--- config.mk ---
export PLATFORM = sky130hd
export DESIGN_NAME = nv21rs_csc
export DESIGN_NICKNAME = d
export VERILOG_FILES = /design/src/hw/rtl/nv21rs_pkg.sv /design/src/hw/rtl/nv21rs_csc.sv
export SDC_FILE = /design/constraint.sdc
export NUM_CORES = 1
export LEC_CHECK = 0
export BUFFER_PORTS_ARGS = -buffer_cell sky130_fd_sc_hd__buf_2
export CAP_MARGIN = 20
export CORE_MARGIN = 2
export CORE_UTILIZATION = 45
export CTS_CLUSTER_DIAMETER = 30
export DETAILED_ROUTE_END_ITERATION = 16
export SLEW_MARGIN = 10
export SYNTH_ARGS = -nofsm -noshare
export SYNTH_HDL_FRONTEND = slang
export SYNTH_SLANG_ARGS = --single-unit
--- constraint.sdc ---
create_clock -name i_clk -period 9.1 [get_ports i_clk]
set_input_delay 0.91 -clock i_clk [delete_from_list [all_inputs] [get_ports i_clk]]
set_output_delay 0.91 -clock i_clk [all_outputs]
set_load 0.005 [all_outputs]
--- src/hw/rtl/nv21rs_pkg.sv ---
// Shared widths, color matrix constants and helpers for the NV21 resize block.
package nv21rs_pkg;

    localparam int FRAC_BITS_DEF = 11;
    localparam int FRAC_W        = 12;
    localparam int QUAD_W        = 32;
    localparam int PIX_W         = 8;
    localparam int ACC_W         = 20;

    localparam logic signed [ACC_W-1:0] Y_OFFSET   = 20'sd16;
    localparam logic signed [ACC_W-1:0] C_CENTER   = 20'sd128;
    localparam logic signed [ACC_W-1:0] CSC_ROUND  = 20'sd128;
    localparam logic signed [ACC_W-1:0] K_Y        = 20'sd298;
    localparam logic signed [ACC_W-1:0] K_RV       = 20'sd409;
    localparam logic signed [ACC_W-1:0] K_GU       = 20'sd100;
    localparam logic signed [ACC_W-1:0] K_GV       = 20'sd208;
    localparam logic signed [ACC_W-1:0] K_BU       = 20'sd516;

    typedef struct packed {
        logic hor;
        logic ver;
    } t_stage_en;

    function automatic logic [PIX_W-1:0] to_chan(input logic signed [ACC_W-1:0] a);
        logic [PIX_W-1:0] res;
        if (a[ACC_W-1]) begin
            res = '0;
        end else if (|a[ACC_W-2:PIX_W+8]) begin
            res = '1;
        end else begin
            res = a[PIX_W+7:8];
        end
        return res;
    endfunction

endpackage

--- src/hw/rtl/nv21rs_csc.sv ---
// BT.601 limited-range YUV to RGB conversion stage with output clamping.
module nv21rs_csc (
    input  logic                          i_clk,
    input  logic                          i_en,
    input  logic [nv21rs_pkg::PIX_W-1:0]  i_y,
    input  logic [nv21rs_pkg::PIX_W-1:0]  i_v,
    input  logic [nv21rs_pkg::PIX_W-1:0]  i_u,
    output logic [nv21rs_pkg::PIX_W-1:0]  o_red,
    output logic [nv21rs_pkg::PIX_W-1:0]  o_green,
    output logic [nv21rs_pkg::PIX_W-1:0]  o_blue
);
    localparam int AW = nv21rs_pkg::ACC_W;

    logic signed [AW-1:0] n_ys;
    logic signed [AW-1:0] n_vc;
    logic signed [AW-1:0] n_uc;
    logic signed [AW-1:0] n_r;
    logic signed [AW-1:0] n_g;
    logic signed [AW-1:0] n_b;
    logic [nv21rs_pkg::PIX_W-1:0] r_red;
    logic [nv21rs_pkg::PIX_W-1:0] r_green;
    logic [nv21rs_pkg::PIX_W-1:0] r_blue;

    always_comb begin
        n_ys = (signed'(AW'(i_y)) - nv21rs_pkg::Y_OFFSET) * nv21rs_pkg::K_Y
               + nv21rs_pkg::CSC_ROUND;
        n_vc = signed'(AW'(i_v)) - nv21rs_pkg::C_CENTER;
        n_uc = signed'(AW'(i_u)) - nv21rs_pkg::C_CENTER;
        n_r  = n_ys + nv21rs_pkg::K_RV * n_vc;
        n_g  = n_ys - nv21rs_pkg::K_GU * n_uc - nv21rs_pkg::K_GV * n_vc;
        n_b  = n_ys + nv21rs_pkg::K_BU * n_uc;
    end

    always_ff @(posedge i_clk) begin
        if (i_en) begin
            r_red   <= nv21rs_pkg::to_chan(n_r);
            r_green <= nv21rs_pkg::to_chan(n_g);
            r_blue  <= nv21rs_pkg::to_chan(n_b);
        end
    end

    assign o_red   = r_red;
    assign o_green = r_green;
    assign o_blue  = r_blue;

endmodule

Yosys cells after proc, flatten, opt, wreduce, memory -nomap -nowiden:

Index checks and enable logic that the tools add are counted.

* output and inout bits: 24
* register bits: 24
* bits of input ports: 26
* logic and storage cells: 22

* multipliers: 5
* reduce and logical (&&, ||, !) cells: 3
* multiplexer cells: 3
* $add $sub $neg: 8

Operators by type and width (number)
* two-way mux 8 bit: 3
* adder 19 x 9 -> 20 bit (second input constant): 1
* adder 20 x 19 -> 20 bit: 1
* adder 20 bit: 1
* subtractor 20 x 17 -> 20 bit: 1
* subtractor 20 x 18 -> 20 bit: 1
* multiplier 10 x 9 -> 19 bit (first input constant): 1
* multiplier 9 x 9 -> 18 bit (first input constant): 1
* multiplier 9 x 9 -> 18 bit (second input constant): 1
* subtractor 8 x 8 -> 9 bit (second input constant): 2
* multiplier 6 x 9 -> 15 bit (first input constant): 1
* multiplier 5 x 9 -> 14 bit (first input constant): 1
* OR reduction 3 bit: 3
* subtractor 8 x 5 -> 9 bit (second input constant): 1

Logic depth before layout (Yosys ltp):

* depth after elaboration: 7
* depth in mapped cells: 34
* mapped depth without buffers: 34

Worst setup path before layout:

OpenSTA, ideal clock, no wires.

* path kind: input to register
* start point: input port i_y[4] in the netlist's numbering
* end point: register r_red (netlist bit o_red[0]), data pin
* setup slack: 1.215 ns
* path buffers: 1
* data required time: 8.846 ns
* library setup time: 0.254 ns
* stages: 33
* arrival: 7.631 ns
* path through: inv_1 ha_1 and2_1 buf_2 ha_1 ha_1 inv_1 fa_1 fa_1 inv_1 ha_1 nor2_1 a21oi_1 xor2_1 nand3_1 mux2i_1 xor2_1 inv_1 ha_1 inv_1 fa_1 fa_1 inv_1 ha_1 o21ai_0 nand2b_1 a21oi_1 a21oi_2 and4_4 a2111oi_4 o31ai_1 xnor2_2 o21a_1

* word-level cells in the longest chain between the ends: 6

Ends and longest elaborated chain
* start, declared: RTL line nv21rs_csc.sv:5 `input logic [nv21rs_pkg::PIX_W-1:0] i_y,`
* subtractor 8 x 5 -> 9 bit (*): RTL line nv21rs_csc.sv:25 `n_ys = (signed'(AW'(i_y)) - nv21rs_pkg::Y_OFFSET) * nv21rs_pkg::K_Y`
* multiplier 9 x 9 -> 18 bit (*): RTL line nv21rs_csc.sv:25
* adder 19 x 9 -> 20 bit (*): RTL line nv21rs_csc.sv:26 `+ nv21rs_pkg::CSC_ROUND;`
* adder 20 x 19 -> 20 bit (*): RTL line nv21rs_csc.sv:29 `n_r = n_ys + nv21rs_pkg::K_RV * n_vc;`
* OR reduction 3 bit: RTL line nv21rs_pkg.sv:28 `end else if (|a[ACC_W-2:PIX_W+8]) begin`
* two-way mux 8 bit: RTL line nv21rs_pkg.sv:28
* end signal, assigned: RTL line nv21rs_csc.sv:36 `r_red <= nv21rs_pkg::to_chan(n_r);`
* end, declared: RTL line nv21rs_csc.sv:20 `logic [nv21rs_pkg::PIX_W-1:0] r_red;`

Mark *: on every way between the ends. The rest lies on a longest branch, timed or not.
A chain may end at the register's enable or synchronous reset.

Final worst setup path:

Ends and elaborated chain as after synthesis.

==> qor.txt <==
Cell variety after synth - 55
CTS clk-pin slew, worst paths - 0.07 ns
Max clock buf depth - 2
CP max stage delay - 0.59 ns
minimum clock period - 8.39 ns
GRT Util Overall - 17.7%
hold_buf cts - 0
most frequent cells in the layout - ha_1 (206), inv_1 (205), fa_1 (65), buf_2 (49), xnor2_1 (43)
Area contributors post-synth - ha_1 (33%), fa_1 (17%), inv_1 (9.9%)
largest net degree at the start of global routing - 25
drt wl/cell - 13.6 um
kind of critical path - input port to flop
# diodes - 0
die width - 135 um
Max Cap Viol - 0
CTS tree - done
Final setup viols - 0
first-pass GRT wire length - 25800 um
die height - 135 um
die area - 0.0183 sq mm
initial antenna violation count - 0
fin. max-slew vios - 0
commonest non-fill, non-tap cell in the layout - ha_1
Cell Area, Synth - 0.00778 sq mm
Post-Syn Nets - 1156
critical path's slowest cell - fa_1
Fin Hold WS - 1.15 ns
Detail Route Antenna Nets - 0
HPWL after detailed placement - 13900 um
gpl congestion - 0.837
crit path from - i_y[4]
Initial Util - 45.4%
global route overflow - 0
Max-slew headroom - 60.7%
# fillers - 1671
H-Tree Depth - 1
Via density - 5.01
number of buffers added on ports - 49
Fin Setup TNS - 0 ns
YS warnings - 0
area share of the largest cell type after synthesis - 33.1%
status - finished, final reports clean
sequential share of the synthesized area - 9.27%
Top FF cell, synth - edfxtp_1
Starting DRT DRC Count - 200
share of cells above drive strength 1 - 7.67%
crit-path max FO - 8
final net count - 1211
CTS Buf Count - 3
Gate Count Post-Synth - 859
FMAX - 119 MHz
core area - 0.0171 sq mm
Synth Area per Inst - 9.05 sq um
Clock Tree Root - clkbuf_16
PostCTS Resize Cnt - 0
Rows - 48
HP Class - input port to flop
# DRC - 0
fraction of registers with async set or reset after synthesis - 0%
Area Growth Syn to Fin - 8.25%
CP most frequent cell - ha_1
number of synthesized flops with an enable pin - 24
Ports - 50
final WL - 15500 um
vias - 5703
Setup crit end - o_red[0]
fin crit share - 92.2%
crit start category - input port
vias in the first global route - 5357
# clock sinks - 24
Synth area leader - ha_1
Synth Register Bits - 24
Pre-Repair DR Iteration Count - 4
postcts setup bufs - 0
Least-Margin Pin Slew - 0.586 ns
Data arrival, critical path - 8.53 ns
RSZ-0062 raised after global routing - no
final hold vios - 0
critical path capture point type - flop
critical path required time - 9.24 ns
## synthesized netlist by cell type (6+ instances only)
| cell type | n |
|---|---|
| ha_1 | 206 |
| inv_1 | 205 |
| fa_1 | 65 |
| xnor2_1 | 43 |
| nor2_1 | 38 |
| o21a_1 | 38 |
| a21oi_1 | 37 |
| edfxtp_1 | 24 |
| xor2_1 | 24 |
| nand2_1 | 19 |
| nor3_1 | 18 |
| o21ai_0 | 15 |
| a21o_1 | 14 |
| nand3_1 | 13 |
| nor2b_1 | 9 |
| and2_1 | 6 |
| nand2b_1 | 6 |
## area by class of cell
class / count / area [sq um] / area share [%]
clock buffer: 3 / 75.1 / 0.892
clock inverter: 1 / 30.0 / 0.357
inverter: 205 / 769 / 9.14
multi-input combinational: 629 / 6280 / 74.6
sequential: 24 / 721 / 8.56
tap: 225 / 282 / 3.34
timing repair buffer: 51 / 260 / 3.09
## per-layer routing
metal | global-route usage (%) | part of all wire [%] | vias up
li1 | - | - | 2977
met1 | 25.3 | 51 | 2620
met2 | 29.4 | 44 | 88
met3 | 1.38 | 2.9 | 18
met4 | 4.17 | 2.1 | 0
met5 | 0 | 0 | -
## worst min-delay path by stage
stage	startpoint	endpoint	slack, ns	depth (start not counted)
global placement	o_red[5]	o_red[5]	1.30	1
CTS	i_en	o_red[2]	1.16	1
floorplan	i_en	o_blue[0]	1.02	0
finish	i_en	o_red[1]	1.15	1
global route	i_en	o_red[1]	1.19	1
detailed placement	o_red[6]	o_red[6]	1.30	1
## registers in the layout, summed over array words and instances (netlist names)
signal and flops:
o_red 8, o_green 8, o_blue 8
## per-stage QoR
step           util (%)  instances  area (sq um)  worst slack (ns)
2_1_floorplan         -        859          7780              1.21
3_3_place_gp       48.6       1134          8310             0.539
3_5_place_dp       48.6       1134          8310             0.403
4_1_cts            49.2       1138          8420             0.669
5_1_grt            49.2       1138          8420             0.149
6_report           49.2       1138          8420             0.712
## cell families after synthesis
family,share of synthesized area [%]
compound gates,13.4
xor+xnor,8.17
mux,0.788
flops,9.27
buf+inv,9.96
simple gates,8.56
fa+ha+maj,49.9
## critical path: cells and delay by family
kind / cells / cell delay, ns
AO/OA/AOI/OAI: 7 / 1.42
XOR/XNOR: 4 / 1.30
adder cells (fa/ha/maj): 10 / 3.54
buffers and inverters: 7 / 0.62
multiplexers: 1 / 0.19
AND/OR/NAND/NOR: 4 / 0.54
Power is left out: the tool's default activity adds up to more than one toggle a clock period on the data nets, which glitch-free logic cannot reach.
