<file path="config.mk">
export PLATFORM = sky130hd
export DESIGN_NAME = nv21rs_lerp
export DESIGN_NICKNAME = d
export VERILOG_FILES = /design/src/hw/rtl/nv21rs_pkg.sv /design/src/hw/rtl/nv21rs_lerp.sv
export SDC_FILE = /design/constraint.sdc
export NUM_CORES = 2
export LEC_CHECK = 0
export BUFFER_PORTS_ARGS = -buffer_cell sky130_fd_sc_hd__buf_2
export CAP_MARGIN = 10
export CORE_MARGIN = 3
export CORE_UTILIZATION = 61
export DETAILED_ROUTE_END_ITERATION = 12
export GPL_TIMING_DRIVEN = 1
export PLACE_DENSITY_LB_ADDON = 0.25
export SYNTH_ARGS = -nofsm -noshare
export SYNTH_HDL_FRONTEND = slang
export SYNTH_SLANG_ARGS = --single-unit
</file>
<file path="constraint.sdc">
create_clock -name i_clk -period 15.2 [get_ports i_clk]
set_input_delay 1.52 -clock i_clk [delete_from_list [all_inputs] [get_ports i_clk]]
set_output_delay 1.52 -clock i_clk [all_outputs]
set_load 0.1 [all_outputs]
</file>
<file path="src/hw/rtl/nv21rs_pkg.sv">
// Shared widths, color matrix constants and helpers for the NV21 resize block.
package nv21rs_pkg;

    localparam int FRAC_BITS_DEF = 11;
    localparam int FRAC_W        = 12;
    localparam int QUAD_W        = 32;
    localparam int PIX_W         = 8;
    localparam int ACC_W         = 20;

    localparam logic signed [ACC_W-1:0] Y_OFFSET   = 20'sd16;
    localparam logic signed [ACC_W-1:0] C_CENTER   = 20'sd128;
    localparam logic signed [ACC_W-1:0] CSC_ROUND  = 20'sd128;
    localparam logic signed [ACC_W-1:0] K_Y        = 20'sd298;
    localparam logic signed [ACC_W-1:0] K_RV       = 20'sd409;
    localparam logic signed [ACC_W-1:0] K_GU       = 20'sd100;
    localparam logic signed [ACC_W-1:0] K_GV       = 20'sd208;
    localparam logic signed [ACC_W-1:0] K_BU       = 20'sd516;

    typedef struct packed {
        logic hor;
        logic ver;
    } t_stage_en;

    function automatic logic [PIX_W-1:0] to_chan(input logic signed [ACC_W-1:0] a);
        logic [PIX_W-1:0] res;
        if (a[ACC_W-1]) begin
            res = '0;
        end else if (|a[ACC_W-2:PIX_W+8]) begin
            res = '1;
        end else begin
            res = a[PIX_W+7:8];
        end
        return res;
    endfunction

endpackage

</file>
<file path="src/hw/rtl/nv21rs_lerp.sv">
// Two-stage separable bilinear interpolator for one 2x2 plane neighborhood.
module nv21rs_lerp #(
    parameter int FRAC_BITS = nv21rs_pkg::FRAC_BITS_DEF
) (
    input  logic                            i_clk,
    input  nv21rs_pkg::t_stage_en           i_en,
    input  logic [nv21rs_pkg::QUAD_W-1:0]   i_quad,
    input  logic [FRAC_BITS:0]              i_fx,
    input  logic [FRAC_BITS:0]              i_fxc,
    input  logic [FRAC_BITS:0]              i_fy,
    input  logic [FRAC_BITS:0]              i_fyc,
    output logic [nv21rs_pkg::PIX_W-1:0]    o_pix
);
    localparam int WW = FRAC_BITS + 1;
    localparam int HW = nv21rs_pkg::PIX_W + FRAC_BITS;
    localparam int SW = nv21rs_pkg::PIX_W + 1 + 2 * FRAC_BITS;
    localparam logic [SW-1:0] BIAS = SW'(1) << (2 * FRAC_BITS - 1);

    logic [HW-1:0] n_top;
    logic [HW-1:0] n_bot;
    logic [HW-1:0] r_top;
    logic [HW-1:0] r_bot;
    logic [WW-1:0] r_fy;
    logic [WW-1:0] r_fyc;
    logic [SW-1:0] n_sum;
    logic [SW-2*FRAC_BITS-1:0] n_val;
    logic [nv21rs_pkg::PIX_W-1:0] r_pix;

    always_comb begin
        n_top = HW'(HW'(i_quad[7:0]) * HW'(i_fxc) + HW'(i_quad[15:8]) * HW'(i_fx));
        n_bot = HW'(HW'(i_quad[23:16]) * HW'(i_fxc) + HW'(i_quad[31:24]) * HW'(i_fx));
    end

    always_ff @(posedge i_clk) begin
        if (i_en.hor) begin
            r_top <= n_top;
            r_bot <= n_bot;
            r_fy  <= i_fy;
            r_fyc <= i_fyc;
        end
    end

    always_comb begin
        n_sum = SW'(r_top) * SW'(r_fyc) + SW'(r_bot) * SW'(r_fy) + BIAS;
        n_val = n_sum[SW-1:2*FRAC_BITS];
    end

    always_ff @(posedge i_clk) begin
        if (i_en.ver) begin
            if (n_val > (SW-2*FRAC_BITS)'(255)) begin
                r_pix <= '1;
            end else begin
                r_pix <= n_val[nv21rs_pkg::PIX_W-1:0];
            end
        end
    end

    assign o_pix = r_pix;

endmodule

</file>
Yosys cells after proc, flatten, opt, wreduce, memory -nomap -nowiden
Cells that the tools add are included.

word-level totals
  register bits = 70
  latch bits = 0
  memory bits (writable) = 0
  ROM bits = 0
  output and inout port bits = 8
  word-level logic and storage cells = 16
  memories = 0

cells by class
  add/sub/neg operators = 4
  multipliers = 6
  divide/modulo/power cells = 0
  order comparisons = 1
  eq/ne operators = 0
  shifts and indexed selects = 0
  muxes and demuxes = 0
  bitwise gates (word level) = 0
  reduce and logical (&&, ||, !) cells = 0

operators with widths
  operator                                                                         count
  8-bit by 12-bit multiplier with 19-bit output                                    4
  19-bit by 12-bit multiplier with 31-bit output                                   2
  19-bit adder                                                                     2
  31-bit by 22-bit adder with 31-bit output, second input constant                 1
  31-bit adder                                                                     1
  9-bit by 8-bit greater-than comparator with 1-bit output, second input constant  1

Logic depth before layout (Yosys ltp)
  depth after elaboration = 4
  gate-level depth with buffers = 25
  depth with buffers taken out = 23

Least setup slack after synthesis
No wires, ideal clock.

  kind = input to register
  from = input port i_fxc[6]
  to = register r_top[17], data pin
  arrival time = 6.518 ns
  data required time = 15.024 ns
  setup slack = 8.506 ns
  stages on the path = 19
  path buffers = 1
  path through = clkbuf_1 -> nand2_1 -> fa_1 -> inv_1 -> fa_1 -> inv_1 -> fa_1 -> fa_1 -> fa_1 -> fa_1 -> inv_1 -> ha_1 -> or2_1 -> o31a_1 -> o311a_1 -> nor3_2 -> or3_1 -> a211o_1 -> o311ai_2

between the ends
  word-level cells in the longest chain between the ends = 2

ends and longest elaborated chain
  what                                           RTL line           source
  start, declared                                nv21rs_lerp.sv:9   input logic [FRAC_BITS:0] i_fxc,
  8-bit by 12-bit multiplier with 19-bit output  nv21rs_lerp.sv:30  n_top = HW'(HW'(i_quad[7:0]) * HW'(i_fxc) + HW'(i_quad[15:8]) * HW'(i_fx));
  19-bit adder                                   nv21rs_lerp.sv:30
  net n_top[17]                                  nv21rs_lerp.sv:19  logic [HW-1:0] n_top;
  end signal, assigned                           nv21rs_lerp.sv:36  r_top <= n_top;
  end, declared                                  nv21rs_lerp.sv:21  logic [HW-1:0] r_top;

The timed path passes the listed nets, and every way through them passes these cells.
A chain may end at the register's enable or synchronous reset.

Final worst setup path
  from = register r_fy[3]
  to = register r_pix (netlist bit o_pix[7]), data pin

between the ends
  word-level cells in the longest chain between the ends = 4

ends and longest elaborated chain
  what                                                      RTL line           source
  start, declared                                           nv21rs_lerp.sv:23  logic [WW-1:0] r_fy;
  start signal, assigned                                    nv21rs_lerp.sv:38  r_fy <= i_fy;
  19-bit by 12-bit multiplier with 31-bit output *          nv21rs_lerp.sv:44  n_sum = SW'(r_top) * SW'(r_fyc) + SW'(r_bot) * SW'(r_fy) + BIAS;
  31-bit adder *                                            nv21rs_lerp.sv:44
  31-bit by 22-bit adder with 31-bit output *               nv21rs_lerp.sv:44
  9-bit by 8-bit greater-than comparator with 1-bit output  nv21rs_lerp.sv:50  if (n_val > (SW-2*FRAC_BITS)'(255)) begin
  end signal, assigned                                      nv21rs_lerp.sv:53  r_pix <= n_val[nv21rs_pkg::PIX_W-1:0];
  end, declared                                             nv21rs_lerp.sv:27  logic [nv21rs_pkg::PIX_W-1:0] r_pix;

Every way passes the cells marked *; elsewhere a longest branch is shown, timed or not.

==> run summary <==
Final Skew -> 0.00543 ns
Final hold vios -> 0
Required time worst endpoint -> 15.31 ns
Worst setup margin -> 8.12 ns
Residual DRC -> 0
Fin crit period -> 7.08 ns
Die width -> 222 µm
Initial antenna violation count -> 2
Via-to-Cell Ratio -> 5.51
Synth unique cells -> 55
Fin util -> 64.6%
Post-CTS Setup Repair Bufs -> 0
Largest net degree at the start of global routing -> 63
Worst skew pair latency -> 0.37 ns
Clk sinks -> 70
Ports -> 91
Worst slew pin tran -> 0.967 ns
Top FF cell, synth -> edfxtp_1
Clock slew at the register clock pins of the worst setup and hold paths -> 0.06 ns
Drt wl/cell -> 18.6 µm
Initial DRC Count -> 1132
Routed Antenna Nets -> 0
Worst-path fanout max -> 19
Flops & latches, synth -> 70
Outcome -> finished clean
Cell Area, Synth -> 0.0284 mm²
GRT Total Usage -> 29.0%
Num CTS Buffers -> 9
Vias in the first global route -> 22.5k
DIE AREA -> 0.0492 mm²
Final Net Count -> 4016
Cell row count -> 78
Routed vias -> 19.8k
Syn_area_per_cell -> 9.42 µm²
Worst setup SP type -> flip-flop
Final Setup Violations -> 0
Worst Path Arrival -> 7.18 ns
RSZ-0062 raised after global routing -> no
Hold WS -> 1.32 ns
TNS Setup -> 0 ns
Post_cts resized -> 0
Core area -> 0.0457 mm²
Max Buffers Root-to-Sink -> 2
Hold buffers post-CTS -> 0
Sequential area share after synthesis -> 7.40%
Post-Synthesis Cells -> 3016
Setup WS pre-CTS -> 8.13 ns
TritonCTS clock tree -> yes
Clock Tree Root -> clkbuf_16
Dpl hpwl -> 56.6 mm
Fraction of layout instances using a drive strength above 1 -> 4.24%
H-Tree Depth -> 3
GP Congestion -> 0.904
PortBufs -> 90
Max-cap violations -> 0
Number of flops mapped to enable cells by yosys -> 70
Yosys Warn Count -> 0
Synthesized Nets -> 4043
Detailed-router iteration count before antenna repair -> 6
Area growth syn-to-layout -> 3.87%
Total grt overflow -> 0
Fin. max-slew vios -> 0
Final period utilization -> 46.6%
WS Path Type -> reg2reg
DRT Wirelength -> 66.8 mm
Fill cell count -> 3729
Ys async rst share -> 0%
Fmax -> 141 MHz
CP Capture Type -> flip-flop
Hold WC Path Type -> in2reg
Max-slew headroom at the worst pin -> 35.6%
Chip Height -> 222 µm
Initial core utilization -> 62.2%
Global-route wire length before repair -> 112 mm
==> worst paths after layout <==
path / slack (ns) / cells after the start / from / end
min reg2reg: 1.73 / 7 / r_fyc[0] / o_pix[4]
max: 8.12 / 21 / r_fy[3] / o_pix[7]
max reg2reg: 8.12 / 21 / r_fy[3] / o_pix[7]
min: 1.32 / 1 / i_fy[5] / r_fy[5]
==> cell usage in the layout, fill, tap and decap left out, types with 3 or more instances in the layout <==
cell type,synthesis,layout
a31oi_1,9,9
nand4_1,3,3
xnor2_1,42,42
a211oi_2,3,3
xor2_1,9,9
a211o_1,4,4
o31ai_1,4,4
o21a_1,5,5
and3_1,10,10
a21o_1,12,12
nor2_1,10,10
o21ai_0,18,18
fa_1,692,692
nand3_1,10,10
inv_1,774,774
clkbuf_16,0,9
o21bai_1,4,4
ha_1,252,252
or2_1,3,3
or3_1,5,5
and2_1,393,393
buf_2,1,90
bufinv_16,0,4
edfxtp_1,70,70
nor3_1,17,17
a21oi_1,31,31
nand2_1,465,465
a211oi_1,7,7
==> critical path, stage by stage, from the launching register on <==
cell and delay, ns:
edfxtp_1 0.86, nand2_1 0.17, fa_1 0.57, inv_1 0.05
fa_1 0.50, inv_1 0.06, fa_1 0.53, inv_1 0.05
fa_1 0.53, fa_1 0.44, fa_1 0.49, inv_1 0.05
fa_1 0.48, inv_1 0.04, ha_1 0.27, o21ai_0 0.07
o21ai_0 0.49, a21oi_2 0.15, a211oi_2 0.36, o211ai_1 0.22
a2111oi_4 0.33, a31oi_1 0.06
==> metrics by stage <==
step / cell area (µm²) / cells
floorplan: 28400 / 3016
global placement: 29100 / 3578
detailed placement: 29100 / 3578
CTS: 29500 / 3594
global route: 29500 / 3595
finish: 29500 / 3596
==> synthesized netlist by cell type (all sizes together), types with 3 or more instances <==
library cell,count,area (µm²)
a21oi,33,173
and3,11,70.1
nand2,466,1750
or3,5,31.3
nand4,3,18.8
nand3,10,50.1
o21ai,19,95.1
inv,774,2910
o31ai,4,30.0
nor2,11,48.8
a211oi,10,90.1
fa,692,13900
o21bai,5,41.3
or2,5,31.3
edfxtp,70,2100
and2,394,2470
o211ai,3,27.5
buf,5,20.0
xor2,9,78.8
o21a,5,37.5
a21o,12,90.1
ha,252,3150
a31oi,9,56.3
a211o,4,35.0
xnor2,42,368
nor3,19,105
clkbuf,124,465
==> layout make-up <==
class	count	area, µm²	share of cell area [%]
flip-flops and latches	70	2100	7.12
repair buffers	91	458	1.55
diodes	2	5.00	0.0170
well taps	600	751	2.54
clock inverters	7	145	0.492
inverters	774	2910	9.84
clock buffers	9	225	0.763
multi-input cells	2043	22900	77.7
==> kinds of logic (layout without fill, tap and decap cells) <==
group	after synthesis	in the layout	synth area share (%)
other	0	2	0
adder cells (fa/ha/maj)	944	944	59.8
AND/OR/NAND/NOR	929	929	16.2
flip-flops	70	70	7.40
multiplexers	2	2	0.0880
buffers and inverters	903	881	11.9
XOR/XNOR	51	51	1.57
AO/OA/AOI/OAI	117	117	2.94
==> layer usage <==
layer | up-vias | GRT usage, % | wire, µm
met4 | 2 | 14.2 | 3680
met3 | 187 | 3.36 | 2890
li1 | 8667 | - | -
met2 | 592 | 54.1 | 36500
met1 | 10400 | 32.8 | 23700
met5 | - | 0 | 13
==> state kept, by name, summed over array words and instances (netlist names) <==
register	count
r_top	19
r_bot	19
r_fy	12
o_pix	8
r_fyc	12
Power is left out: the tool's default activity adds up to more than one toggle a clock period on the data nets, which glitch-free logic cannot reach.
